## src/rtl/cmfc_pkg.sv

```systemverilog
`timescale 1ns / 1ps
// ----------------------------------------------------------------------------
// cmfc_pkg
// Shared widths, register indexes, reset values and stage types of the
// color match frame counter.
// ----------------------------------------------------------------------------
package cmfc_pkg;

  // field widths
  localparam int COLOR_W    = 8;
  localparam int RADIUS_W   = 9;
  localparam int SQ_W       = 2 * COLOR_W;
  localparam int DIST_W     = 18;
  localparam int COUNT_W    = 20;
  localparam int SUM_W      = 27;
  localparam int CFG_IDX_W  = 3;
  localparam int CFG_DATA_W = 9;

  // saturation limits
  localparam logic [COUNT_W-1:0] COUNT_MAX = {COUNT_W{1'b1}};
  localparam logic [SUM_W-1:0]   SUM_MAX   = {SUM_W{1'b1}};

  // register indexes
  localparam logic [CFG_IDX_W-1:0] REG_REF_RED      = 3'd0;
  localparam logic [CFG_IDX_W-1:0] REG_REF_GREEN    = 3'd1;
  localparam logic [CFG_IDX_W-1:0] REG_REF_BLUE     = 3'd2;
  localparam logic [CFG_IDX_W-1:0] REG_MATCH_RADIUS = 3'd3;

  // register reset values
  localparam logic [COLOR_W-1:0]  RST_REF_RED      = 8'd200;
  localparam logic [COLOR_W-1:0]  RST_REF_GREEN    = 8'd160;
  localparam logic [COLOR_W-1:0]  RST_REF_BLUE     = 8'd180;
  localparam logic [RADIUS_W-1:0] RST_MATCH_RADIUS = 9'd20;

  // reference color and squared radius as seen by the datapath
  typedef struct packed {
    logic [COLOR_W-1:0] ref_red;
    logic [COLOR_W-1:0] ref_green;
    logic [COLOR_W-1:0] ref_blue;
    logic [DIST_W-1:0]  lim2;
  } cmfc_cfg_t;

  // square stage contents handed to the accumulator
  typedef struct packed {
    logic               valid;
    logic               eof;
    logic [COLOR_W-1:0] red;
    logic [COLOR_W-1:0] green;
    logic [COLOR_W-1:0] blue;
    logic [SQ_W-1:0]    sq_red;
    logic [SQ_W-1:0]    sq_green;
    logic [SQ_W-1:0]    sq_blue;
  } cmfc_sq_t;

endpackage

```

## src/rtl/cmfc_cfg_regs.sv

```systemverilog
`timescale 1ns / 1ps
// ----------------------------------------------------------------------------
// cmfc_cfg_regs
// Configuration registers; the match radius is stored squared so the
// datapath compares against it directly.
// ----------------------------------------------------------------------------
module cmfc_cfg_regs (
  input  logic                            clk,
  input  logic                            rst_n,
  input  logic                            cfg_valid,
  output logic                            cfg_ready,
  input  logic [cmfc_pkg::CFG_IDX_W-1:0]  cfg_index,
  input  logic [cmfc_pkg::CFG_DATA_W-1:0] cfg_data,
  output cmfc_pkg::cmfc_cfg_t             cfg
);
  import cmfc_pkg::*;

  logic [COLOR_W-1:0] ref_red_r, ref_red_nxt;
  logic [COLOR_W-1:0] ref_green_r, ref_green_nxt;
  logic [COLOR_W-1:0] ref_blue_r, ref_blue_nxt;
  logic [DIST_W-1:0]  lim2_r, lim2_nxt;
  logic [DIST_W-1:0]  radius_ext;
  logic               wr_en;

  assign cfg_ready  = 1'b1;
  assign wr_en      = cfg_valid & cfg_ready;
  assign radius_ext = {{(DIST_W-RADIUS_W){1'b0}}, cfg_data[RADIUS_W-1:0]};

  // register decode
  always_comb begin
    ref_red_nxt   = ref_red_r;
    ref_green_nxt = ref_green_r;
    ref_blue_nxt  = ref_blue_r;
    lim2_nxt      = lim2_r;
    if (wr_en) begin
      case (cfg_index)
        REG_REF_RED:      ref_red_nxt   = cfg_data[COLOR_W-1:0];
        REG_REF_GREEN:    ref_green_nxt = cfg_data[COLOR_W-1:0];
        REG_REF_BLUE:     ref_blue_nxt  = cfg_data[COLOR_W-1:0];
        REG_MATCH_RADIUS: lim2_nxt      = radius_ext * radius_ext;
        default: ;
      endcase
    end
  end

  always_ff @(posedge clk) begin
    if (!rst_n) begin
      ref_red_r   <= RST_REF_RED;
      ref_green_r <= RST_REF_GREEN;
      ref_blue_r  <= RST_REF_BLUE;
      lim2_r      <= DIST_W'(RST_MATCH_RADIUS) * DIST_W'(RST_MATCH_RADIUS);
    end else begin
      ref_red_r   <= ref_red_nxt;
      ref_green_r <= ref_green_nxt;
      ref_blue_r  <= ref_blue_nxt;
      lim2_r      <= lim2_nxt;
    end
  end

  assign cfg.ref_red   = ref_red_r;
  assign cfg.ref_green = ref_green_r;
  assign cfg.ref_blue  = ref_blue_r;
  assign cfg.lim2      = lim2_r;

endmodule

```

## src/rtl/cmfc_sqdist.sv

```systemverilog
`timescale 1ns / 1ps
// ----------------------------------------------------------------------------
// cmfc_sqdist
// Pixel input register and squared channel difference stage.
// ----------------------------------------------------------------------------
module cmfc_sqdist (
  input  logic                         clk,
  input  logic                         rst_n,
  input  logic                         in_valid,
  output logic                         in_stall,
  input  logic [cmfc_pkg::COLOR_W-1:0] in_red,
  input  logic [cmfc_pkg::COLOR_W-1:0] in_green,
  input  logic [cmfc_pkg::COLOR_W-1:0] in_blue,
  input  logic                         in_end_of_frame,
  input  cmfc_pkg::cmfc_cfg_t          cfg,
  input  logic                         acc_ready,
  output cmfc_pkg::cmfc_sq_t           sq
);
  import cmfc_pkg::*;

  logic               in_valid_r;
  logic               in_eof_r;
  logic [COLOR_W-1:0] in_red_r, in_green_r, in_blue_r;
  logic               sq_valid_r;
  logic               sq_eof_r;
  logic [COLOR_W-1:0] sq_pix_red_r, sq_pix_green_r, sq_pix_blue_r;
  logic [SQ_W-1:0]    sq_red_r, sq_green_r, sq_blue_r;
  logic [SQ_W-1:0]    sq_red_nxt, sq_green_nxt, sq_blue_nxt;
  logic               sq_load;
  logic               in_load;

  function automatic logic [SQ_W-1:0] sq_diff(input logic [COLOR_W-1:0] a,
                                              input logic [COLOR_W-1:0] b);
    logic [COLOR_W-1:0] d;
    logic [SQ_W-1:0]    de;
    d  = (a > b) ? (a - b) : (b - a);
    de = {{(SQ_W-COLOR_W){1'b0}}, d};
    return de * de;
  endfunction

  // stage advance: square stage moves when empty or drained downstream
  assign sq_load  = ~sq_valid_r | acc_ready;
  assign in_load  = ~in_valid_r | sq_load;
  assign in_stall = ~in_load;

  // input register
  always_ff @(posedge clk) begin
    if (!rst_n) begin
      in_valid_r <= 1'b0;
    end else if (in_load) begin
      in_valid_r <= in_valid;
    end
  end

  always_ff @(posedge clk) begin
    if (in_load && in_valid) begin
      in_eof_r   <= in_end_of_frame;
      in_red_r   <= in_red;
      in_green_r <= in_green;
      in_blue_r  <= in_blue;
    end
  end

  // squared differences to the reference color
  always_comb begin
    sq_red_nxt   = sq_diff(in_red_r, cfg.ref_red);
    sq_green_nxt = sq_diff(in_green_r, cfg.ref_green);
    sq_blue_nxt  = sq_diff(in_blue_r, cfg.ref_blue);
  end

  always_ff @(posedge clk) begin
    if (!rst_n) begin
      sq_valid_r <= 1'b0;
    end else if (sq_load) begin
      sq_valid_r <= in_valid_r;
    end
  end

  always_ff @(posedge clk) begin
    if (sq_load && in_valid_r) begin
      sq_eof_r       <= in_eof_r;
      sq_pix_red_r   <= in_red_r;
      sq_pix_green_r <= in_green_r;
      sq_pix_blue_r  <= in_blue_r;
      sq_red_r       <= sq_red_nxt;
      sq_green_r     <= sq_green_nxt;
      sq_blue_r      <= sq_blue_nxt;
    end
  end

  assign sq.valid    = sq_valid_r;
  assign sq.eof      = sq_eof_r;
  assign sq.red      = sq_pix_red_r;
  assign sq.green    = sq_pix_green_r;
  assign sq.blue     = sq_pix_blue_r;
  assign sq.sq_red   = sq_red_r;
  assign sq.sq_green = sq_green_r;
  assign sq.sq_blue  = sq_blue_r;

endmodule

```

## src/rtl/cmfc_accum.sv

```systemverilog
`timescale 1ns / 1ps
// ----------------------------------------------------------------------------
// cmfc_accum
// Distance compare, saturating frame accumulators and the result register.
// ----------------------------------------------------------------------------
module cmfc_accum (
  input  logic                         clk,
  input  logic                         rst_n,
  input  cmfc_pkg::cmfc_sq_t           sq,
  input  cmfc_pkg::cmfc_cfg_t          cfg,
  output logic                         acc_ready,
  output logic                         out_valid,
  input  logic                         out_stall,
  output logic [cmfc_pkg::COUNT_W-1:0] out_match_count,
  output logic [cmfc_pkg::COUNT_W-1:0] out_pixel_count,
  output logic [cmfc_pkg::SUM_W-1:0]   out_sum_red,
  output logic [cmfc_pkg::SUM_W-1:0]   out_sum_green,
  output logic [cmfc_pkg::SUM_W-1:0]   out_sum_blue,
  output logic                         out_detected
);
  import cmfc_pkg::*;

  logic [COUNT_W-1:0] match_total_r, match_total_nxt;
  logic [COUNT_W-1:0] pixel_total_r, pixel_total_nxt;
  logic [SUM_W-1:0]   red_total_r, red_total_nxt;
  logic [SUM_W-1:0]   green_total_r, green_total_nxt;
  logic [SUM_W-1:0]   blue_total_r, blue_total_nxt;
  logic               out_valid_r;
  logic [COUNT_W-1:0] out_match_r, out_pixel_r;
  logic [SUM_W-1:0]   out_red_r, out_green_r, out_blue_r;
  logic               out_det_r, det_nxt;
  logic [DIST_W-1:0]  dist2;
  logic               is_match;
  logic               fire;

  function automatic logic [SUM_W-1:0] sum_add(input logic [SUM_W-1:0]   s,
                                               input logic [COLOR_W-1:0] v);
    logic [SUM_W:0] t;
    t = {1'b0, s} + {{(SUM_W+1-COLOR_W){1'b0}}, v};
    return t[SUM_W] ? SUM_MAX : t[SUM_W-1:0];
  endfunction

  function automatic logic [COUNT_W-1:0] count_inc(input logic [COUNT_W-1:0] c);
    return (c == COUNT_MAX) ? COUNT_MAX : c + 1'b1;
  endfunction

  // an end-of-frame pixel waits only while the previous result is held
  assign acc_ready = ~(sq.eof & out_valid_r & out_stall);
  assign fire      = sq.valid & acc_ready;

  // distance compare and next totals
  always_comb begin
    dist2 = DIST_W'(sq.sq_red) + DIST_W'(sq.sq_green) + DIST_W'(sq.sq_blue);
    is_match        = (dist2 <= cfg.lim2);
    pixel_total_nxt = count_inc(pixel_total_r);
    match_total_nxt = is_match ? count_inc(match_total_r) : match_total_r;
    red_total_nxt   = sum_add(red_total_r, sq.red);
    green_total_nxt = sum_add(green_total_r, sq.green);
    blue_total_nxt  = sum_add(blue_total_r, sq.blue);
    det_nxt         = (match_total_nxt > (pixel_total_nxt >> 1));
  end

  // frame accumulators, cleared after the end-of-frame pixel
  always_ff @(posedge clk) begin
    if (!rst_n) begin
      match_total_r <= '0;
      pixel_total_r <= '0;
      red_total_r   <= '0;
      green_total_r <= '0;
      blue_total_r  <= '0;
    end else if (fire) begin
      if (sq.eof) begin
        match_total_r <= '0;
        pixel_total_r <= '0;
        red_total_r   <= '0;
        green_total_r <= '0;
        blue_total_r  <= '0;
      end else begin
        match_total_r <= match_total_nxt;
        pixel_total_r <= pixel_total_nxt;
        red_total_r   <= red_total_nxt;
        green_total_r <= green_total_nxt;
        blue_total_r  <= blue_total_nxt;
      end
    end
  end

  // result register
  always_ff @(posedge clk) begin
    if (!rst_n) begin
      out_valid_r <= 1'b0;
    end else if (fire && sq.eof) begin
      out_valid_r <= 1'b1;
    end else if (!out_stall) begin
      out_valid_r <= 1'b0;
    end
  end

  always_ff @(posedge clk) begin
    if (fire && sq.eof) begin
      out_match_r <= match_total_nxt;
      out_pixel_r <= pixel_total_nxt;
      out_red_r   <= red_total_nxt;
      out_green_r <= green_total_nxt;
      out_blue_r  <= blue_total_nxt;
      out_det_r   <= det_nxt;
    end
  end

  assign out_valid       = out_valid_r;
  assign out_match_count = out_match_r;
  assign out_pixel_count = out_pixel_r;
  assign out_sum_red     = out_red_r;
  assign out_sum_green   = out_green_r;
  assign out_sum_blue    = out_blue_r;
  assign out_detected    = out_det_r;

`ifndef NO_ASSERTIONS
  // accumulators are empty right after a frame closes
  a_clear_after_eof: assert property (@(posedge clk) disable iff (!rst_n)
    (fire && sq.eof) |=> (pixel_total_r == '0 && match_total_r == '0))
    else $error("accumulators not cleared after end of frame");

  // a result appears only after an end-of-frame pixel was taken
  a_result_source: assert property (@(posedge clk) disable iff (!rst_n)
    $rose(out_valid_r) |-> $past(fire && sq.eof))
    else $error("result raised without end-of-frame pixel");

  // matches never outnumber pixels
  a_match_le_pixel: assert property (@(posedge clk) disable iff (!rst_n)
    match_total_r <= pixel_total_r)
    else $error("match count above pixel count");

  // a pending result is never overwritten
  a_no_overwrite: assert property (@(posedge clk) disable iff (!rst_n)
    (out_valid_r && out_stall) |-> !(fire && sq.eof))
    else $error("pending result overwritten");
`endif

endmodule

```

## src/rtl/color_match_frame_counter.sv

```systemverilog
`timescale 1ns / 1ps
// ----------------------------------------------------------------------------
// color_match_frame_counter
// Per-frame color match counter with channel sums and a majority detect flag.
// ----------------------------------------------------------------------------
// Accepts one RGB24 pixel per clock. Each pixel passes an input register, a
// stage that squares the channel differences to the reference color, and an
// accumulate stage that compares the distance against the squared radius and
// updates saturating counters and channel sums. The pixel flagged end of
// frame produces one result, held in an output register until taken; totals
// then restart at zero. Input stalls only when an end-of-frame pixel reaches
// the accumulate stage while the previous result is still held. Configuration
// writes take effect at the next clock; the user must make them only while no
// pixels are in flight, as the block does not enforce this.
module color_match_frame_counter (
  input  logic                            clk,
  input  logic                            rst_n,
  // pixel input
  input  logic                            in_valid,
  output logic                            in_stall,
  input  logic [cmfc_pkg::COLOR_W-1:0]    in_red,
  input  logic [cmfc_pkg::COLOR_W-1:0]    in_green,
  input  logic [cmfc_pkg::COLOR_W-1:0]    in_blue,
  input  logic                            in_end_of_frame,
  // frame result
  output logic                            out_valid,
  input  logic                            out_stall,
  output logic [cmfc_pkg::COUNT_W-1:0]    out_match_count,
  output logic [cmfc_pkg::COUNT_W-1:0]    out_pixel_count,
  output logic [cmfc_pkg::SUM_W-1:0]      out_sum_red,
  output logic [cmfc_pkg::SUM_W-1:0]      out_sum_green,
  output logic [cmfc_pkg::SUM_W-1:0]      out_sum_blue,
  output logic                            out_detected,
  // configuration writes
  input  logic                            cfg_valid,
  output logic                            cfg_ready,
  input  logic [cmfc_pkg::CFG_IDX_W-1:0]  cfg_index,
  input  logic [cmfc_pkg::CFG_DATA_W-1:0] cfg_data
);
  import cmfc_pkg::*;

  cmfc_cfg_t cfg;
  cmfc_sq_t  sq;
  logic      acc_ready;

  // configuration registers
  cmfc_cfg_regs u_cfg (
    .clk       (clk),
    .rst_n     (rst_n),
    .cfg_valid (cfg_valid),
    .cfg_ready (cfg_ready),
    .cfg_index (cfg_index),
    .cfg_data  (cfg_data),
    .cfg       (cfg)
  );

  // input register and squared differences
  cmfc_sqdist u_sqdist (
    .clk             (clk),
    .rst_n           (rst_n),
    .in_valid        (in_valid),
    .in_stall        (in_stall),
    .in_red          (in_red),
    .in_green        (in_green),
    .in_blue         (in_blue),
    .in_end_of_frame (in_end_of_frame),
    .cfg             (cfg),
    .acc_ready       (acc_ready),
    .sq              (sq)
  );

  // accumulators and result register
  cmfc_accum u_accum (
    .clk             (clk),
    .rst_n           (rst_n),
    .sq              (sq),
    .cfg             (cfg),
    .acc_ready       (acc_ready),
    .out_valid       (out_valid),
    .out_stall       (out_stall),
    .out_match_count (out_match_count),
    .out_pixel_count (out_pixel_count),
    .out_sum_red     (out_sum_red),
    .out_sum_green   (out_sum_green),
    .out_sum_blue    (out_sum_blue),
    .out_detected    (out_detected)
  );

endmodule

```

## config.mk

```make
export PLATFORM = sky130hd
export DESIGN_NAME = color_match_frame_counter
export DESIGN_NICKNAME = d
export VERILOG_FILES = /design/src/rtl/cmfc_pkg.sv /design/src/rtl/cmfc_cfg_regs.sv /design/src/rtl/cmfc_sqdist.sv /design/src/rtl/cmfc_accum.sv /design/src/rtl/color_match_frame_counter.sv
export SDC_FILE = /design/constraint.sdc
export NUM_CORES = 1
export LEC_CHECK = 0
export BUFFER_PORTS_ARGS = -buffer_cell sky130_fd_sc_hd__clkbuf_2
export CORE_ASPECT_RATIO = 0.9
export CORE_MARGIN = 2
export CORE_UTILIZATION = 60
export DETAILED_ROUTE_END_ITERATION = 6
export PLACE_DENSITY = 0.82
export SLEW_MARGIN = 20
export SYNTH_ARGS = -nofsm -noshare
export SYNTH_HDL_FRONTEND = slang
export SYNTH_SLANG_ARGS = --single-unit
```

## constraint.sdc

```tcl
create_clock -name clk -period 14.45 [get_ports clk]
set_clock_uncertainty 0.2 [all_clocks]
set_input_delay 2.1675 -clock clk [delete_from_list [all_inputs] [get_ports clk]]
set_output_delay 2.1675 -clock clk [all_outputs]
set_load 0.005 [all_outputs]
```

# Yosys cells after proc, flatten, opt, wreduce, memory -nomap -nowiden
# Cells that the tools add are included.
# word_totals
regBits,386
wordCells,90
output_inout_bits,125
# op_classes
order_cmp,5
mux,16
bitwise_logic,9
multipliers,4
addsub,13
reduce_logical,8
eq_ne,6
# op_table
op,count
two-way mux 27 bit,6
two-way mux 20 bit,5
adder 27 x 8 -> 28 bit,3
multiplier 8 x 8 -> 16 bit,3
subtractor 8 bit,6
"adder 20 x 1 -> 20 bit, second input constant",2
"equality test 20 bit, second input constant",2
> comparator 8 bit,3
two-way mux 8 bit,3
> comparator 20 x 19 -> 1 bit,1
adder 18 x 16 -> 18 bit,1
less-or-equal comparator 18 bit,1
multiplier 9 x 9 -> 18 bit,1
adder 16 x 16 -> 17 bit,1
AND reduction 2 bit,4
"equality test 3 x 2 -> 1 bit, second input constant",2
NOT 1 bit,4
bitwise AND 1 bit,3
"equality test 3 x 1 -> 1 bit, second input constant",1
logical AND 1 bit,3
logical NOT 3 bit,1
two-way mux 1 bit,2
"!= test 2 x 1 -> 1 bit, second input constant",1
OR 1 bit,2

# Longest topological paths before layout
# logic_depth
word_depth,6
mapped_depth,34

# Modules after synthesis
# From an unflattened synthesis, not the netlist that was laid out.
# hier_totals
hier_cells,2932
area_unflattened_um2,27938.0
# by_module_without_submodules
mod,seq_area_each_um2,area_each_um2,instances,cells_per_inst
cmfc_accum,6105.9,14071.0,1,1470
cmfc_sqdist,2892.8,10161.0,1,1010
cmfc_cfg_regs,820.8,3706.1,1,452

# Least setup slack after synthesis
# No wires, ideal clock.
# synth_path
path_type,input-to-reg
from,input out_stall
to,"register u_accum.out_det_r, in the netlist u_accum.out_detected, enable pin"
cell_stages,5
arrival_time_ps,7914
setup_slack_ps,5729
cell_sequence,nand3_1 > nand2_1 > clkbuf_1 > buf_1 > nor2_1
# synth_via
elab_chain_cells,4
# synth_lines
element,line_no,rtl
"start, declared",color_match_frame_counter.sv:27,"input logic out_stall,"
bitwise AND 1 bit,cmfc_accum.sv:48,assign acc_ready = ~(sq.eof & out_valid_r & out_stall);
NOT 1 bit,cmfc_accum.sv:48,
bitwise AND 1 bit,cmfc_accum.sv:49,assign fire = sq.valid & acc_ready;
logical AND 1 bit,cmfc_accum.sv:100,if (fire && sq.eof) begin
"end signal, assigned",cmfc_accum.sv:106,out_det_r <= det_nxt;
"end, declared",cmfc_accum.sv:31,"logic out_det_r, det_nxt;"
# Every way passes these cells.
# A chain may end at the register's enable or synchronous reset.

# Final worst setup path
# layout_path
from,register u_sqdist.sq_red_r[3]
to,"register u_accum.out_det_r, in the netlist u_accum.out_detected (data pin)"
# layout_via
elab_chain_cells,5
# layout_lines
element,line_no,rtl
"start, declared",cmfc_sqdist.sv:27,"logic [SQ_W-1:0] sq_red_r, sq_green_r, sq_blue_r;"
"start signal, assigned",cmfc_sqdist.sv:85,sq_red_r <= sq_red_nxt;
adder 16 x 16 -> 17 bit,cmfc_accum.sv:53,dist2 = DIST_W'(sq.sq_red) + DIST_W'(sq.sq_green) + DIST_W'(sq.sq_blue);
adder 18 x 16 -> 18 bit,cmfc_accum.sv:53,
less-or-equal comparator 18 bit,cmfc_accum.sv:54,is_match = (dist2 <= cfg.lim2);
two-way mux 20 bit,cmfc_accum.sv:56,match_total_nxt = is_match ? count_inc(match_total_r) : match_total_r;
named net u_accum.match_total_nxt[1],cmfc_accum.sv:23,"logic [COUNT_W-1:0] match_total_r, match_total_nxt;"
> comparator 20 x 19 -> 1 bit,cmfc_accum.sv:60,det_nxt = (match_total_nxt > (pixel_total_nxt >> 1));
named net u_accum.det_nxt,cmfc_accum.sv:31,
# The timed path passes the listed nets, and every way through them passes these cells.

==> key figures <==
Synth
  • Most used flip-flop cell after synthesis: edfxtp_1
  • Post-synthesis adder-cell area fraction: 20.9%
  • Share of the synthesized area in the top cell type: 24.0%
  • Most common cell in the netlist: inv_1
  • Syn Area/Cell: 9.48 sq um
  • Seq/Total Area, Yosys: 36.2%
  • Synth Register Bits: 382
  • Synth async-reset ratio: 0%
  • Post-synth EDFFs: 217
  • Yosys cell types: 90
  • Synth area leaders: edfxtp_1 (24%), dfxtp_1 (12%), ha_1 (12%)
  • Yosys warning count: 0
  • Synthesized instance count: 2865
  • XOR/XNOR Fraction of Synth Area: 5.56%
  • Simple-gate area share of the yosys netlist: 14.9%
  • Synth Net Count: 3289
  • Mapped Area: 27100 sq um
  • Main combinational cell family by area after synthesis: adder cells
  • Synth Area in Compound Gates: 15.4%
  • Top post-synthesis cells by count: inv_1 (280), nand2_1 (279), ha_1 (263)
  • Most area-hungry cell type in the Yosys netlist: edfxtp_1
  • Post-synthesis mux area share: 1.54%

Worst hold path
  • Hold Path Class: flip-flop to flip-flop

Cells and area
  • Final Cell Area: 30100 sq um
  • Multi-input combinational cell area: 15900 sq um
  • Sequential cell area: 9820 sq um
  • Fin nets: 3416
  • Fin util: 67.7%
  • # fillers: 3442
  • Share of cells above drive strength 1: 10.8%
  • Synthesis-to-layout area growth: 10.7%
  • Post-route insts no fill: 3627

Pwr
  • Sequential share of power: 19.5%
  • Worst ir drop on vdd: 0.000290 V
  • Internal power: 4.21 mW
  • Clock power share: 16.1%
  • P per Cell Area: 248 nW/um^2
  • Net Sw Frac: 43.4%
  • Combinational share of power: 64.4%
  • Pwr Total: 7.44 mW
  • Net Sw Power: 3.23 mW
  • Pleak: 13.0 nW

STA
  • RSZ-0062 raised after global routing: no
  • Tightest Pin Transition: 1.06 ns
  • Final Hold Fails: 0
  • Final setup viols: 0
  • Final worst setup slack: 6.28 ns
  • Hold slack: 0.241 ns
  • Max Clock Freq: 122 MHz
  • Minimum clock period: 8.17 ns
  • Tcrit/Tclk final: 56.5%
  • Number of max-slew violations in the final report: 0
  • Total negative setup slack: 0 ns
  • Normalized max-slew margin: 27.6%

Clocking
  • Clk root buf: clkbuf_16
  • Num CTS Buffers: 42
  • Clock Sinks: 382
  • # hold bufs at CTS: 0
  • Clock buffer depth: 3
  • TritonCTS clock tree: built
  • Worst-Skew Late Latency: 0.57 ns
  • Clock-pin slew on the worst setup and hold paths: 0.06 ns
  • CTS HTree Levels: 2
  • Post-CTS Setup Repair Bufs: 0
  • Post-CTS Resized: 0

Setup path
  • Crit Path Class: flip-flop to flip-flop
  • Critical Path RT: 14.56 ns
  • CP Launch Type: flip-flop
  • Most numerous cell on the critical path: a21oi_1
  • Slowest cell on crit path: a21oi_1
  • Worst Path Arrival: 8.28 ns
  • Crit. End Element: flip-flop
  • Critical Path Fanout Max: 8
  • CP max stage delay: 0.58 ns

Floorplanning
  • Die Ht: 206 microns
  • # IOs: 167
  • Floorplan Core Area: 44400 sq um
  • Die ar.: 47000 sq um
  • FP Rows: 73
  • Initial Utilization: 61.2%
  • Die Width: 228 microns

Place
  • Final HPWL DP: 49.7 mm
  • GP Congestion: 0.939
  • Pre-CTS setup slack: 6.56 ns
  • PortBufs: 165
  • Dpl cell area: 28500 sq um
  • Placed cell count: 3547

Routing
  • Routed via count: 21931
  • TritonRoute pass-1 iters: 5
  • Antenna viol nets, final: 0
  • Post-Route WL: 66.9 mm
  • DRC: 0
  • Iter 0 DRT Violations: 1553
  • Vias per Instance: 6.05
  • Wire per inst: 18.4 microns

Global route
  • Global-route usage over all layers: 28.7%
  • Grt total ovfl: 0
  • First-pass GRT wire length: 109 mm
  • Vias in the first global route: 21656
  • Largest net degree at the start of global routing: 80
  • Initial antenna violation count: 1

Status
  • Outcome: completed

Flow run
  • Max Cap Viol: 0
==> power by group through the flow <==
stage	sequential [mW]	combinational, mW	clock (mW)
2_1_floorplan	1.45	3.68	0
3_3_place_gp	1.47	4.47	0
5_1_grt	1.46	5.40	1.25
6_report	1.45	4.79	1.20
3_5_place_dp	1.47	4.69	0
4_1_cts	1.45	4.75	1.21
==> layout make-up <==
type / instances / share of cell area (%)
multi-input cells: 2099 / 52.9
flip-flops and latches: 382 / 32.7
clock inverters: 23 / 1.10
repair buffers: 183 / 3.20
well taps: 600 / 2.50
diodes: 1 / 0.00833
inverters: 284 / 3.55
clock buffers: 55 / 4.08
==> final timing paths <==
check,startpoint,cells past startpoint,end,slack (ns)
worst max-delay path,u_sqdist.sq_red_r[3],34,u_accum.out_detected,6.28
worst min register to register,u_sqdist.in_eof_r,0,u_sqdist.sq_eof_r,0.24
worst min-delay path,u_sqdist.in_eof_r,0,u_sqdist.sq_eof_r,0.24
worst max register to register,u_sqdist.sq_red_r[3],34,u_accum.out_detected,6.28
==> per-layer routing <==
| metal | track usage, % | vias to the layer above | part of all wire (%) |
|---|---|---|---|
| met5 | 0 | - | 0.010 |
| met4 | 12.7 | 2 | 4.0 |
| met3 | 4.46 | 175 | 6.8 |
| met2 | 49.8 | 827 | 48 |
| met1 | 35.6 | 10648 | 41 |
| li1 | - | 10279 | - |
==> critical path: cells and delay by family (launching register included) <==
kind                       cells  cell delay, ns
AOI/OAI and AO/OA             20            4.40
and+or+nand+nor                9            1.44
adders and majority gates      4            1.29
DFF                            1            0.38
xor gates and xnor gates       1            0.17
==> cell usage in the layout, fill, tap and decap left out, types with 11 or more instances in the layout <==
cell type  instances
mux2i_1           17
nand3_1           72
clkbuf_16         46
clkbuf_2         165
or3_1             13
inv_1            279
nand2_1          278
a21oi_1          172
ha_1             263
dfxtp_1          165
mux2_2            21
o22ai_1           14
a31oi_1           21
nor2b_1           27
o21a_1            27
xnor2_1          104
and3_1            42
a22o_1            35
o21ai_0          120
and2_1            52
or2_2             12
nand2b_1          23
a22oi_1           27
buf_4             18
a211o_1           11
nor2_1           231
o21ai_1           23
xor2_1            61
edfxtp_1         217
o31ai_1           28
a21o_1            50
o211ai_1          20
nand4_1           30
nor3_1            50
fa_1             119
==> sequential cells by signal, indices dropped and copies added (netlist names), 15 cells and up <==
| name | cells |
|---|---|
| u_sqdist.sq_green_r | 15 |
| u_accum.out_sum_green | 27 |
| u_accum.pixel_total_r | 20 |
| u_sqdist.sq_red_r | 15 |
| u_sqdist.sq_blue_r | 15 |
| u_accum.out_sum_blue | 27 |
| u_accum.green_total_r | 27 |
| u_cfg.lim2_r | 17 |
| u_accum.out_sum_red | 27 |
| u_accum.blue_total_r | 27 |
| u_accum.red_total_r | 27 |
| u_accum.out_pixel_count | 20 |
| u_accum.out_match_count | 20 |
| u_accum.match_total_r | 20 |
==> logic make-up after synthesis <==
| logic type | count (synthesis) |
|---|---|
| muxes | 39 |
| adders and majority gates | 382 |
| buffers and inverters | 384 |
| AOI/OAI and AO/OA | 638 |
| and+or+nand+nor | 870 |
| xor gates and xnor gates | 169 |
| other | 1 |
| DFF | 382 |
Power figures use the tool's default switching activity.
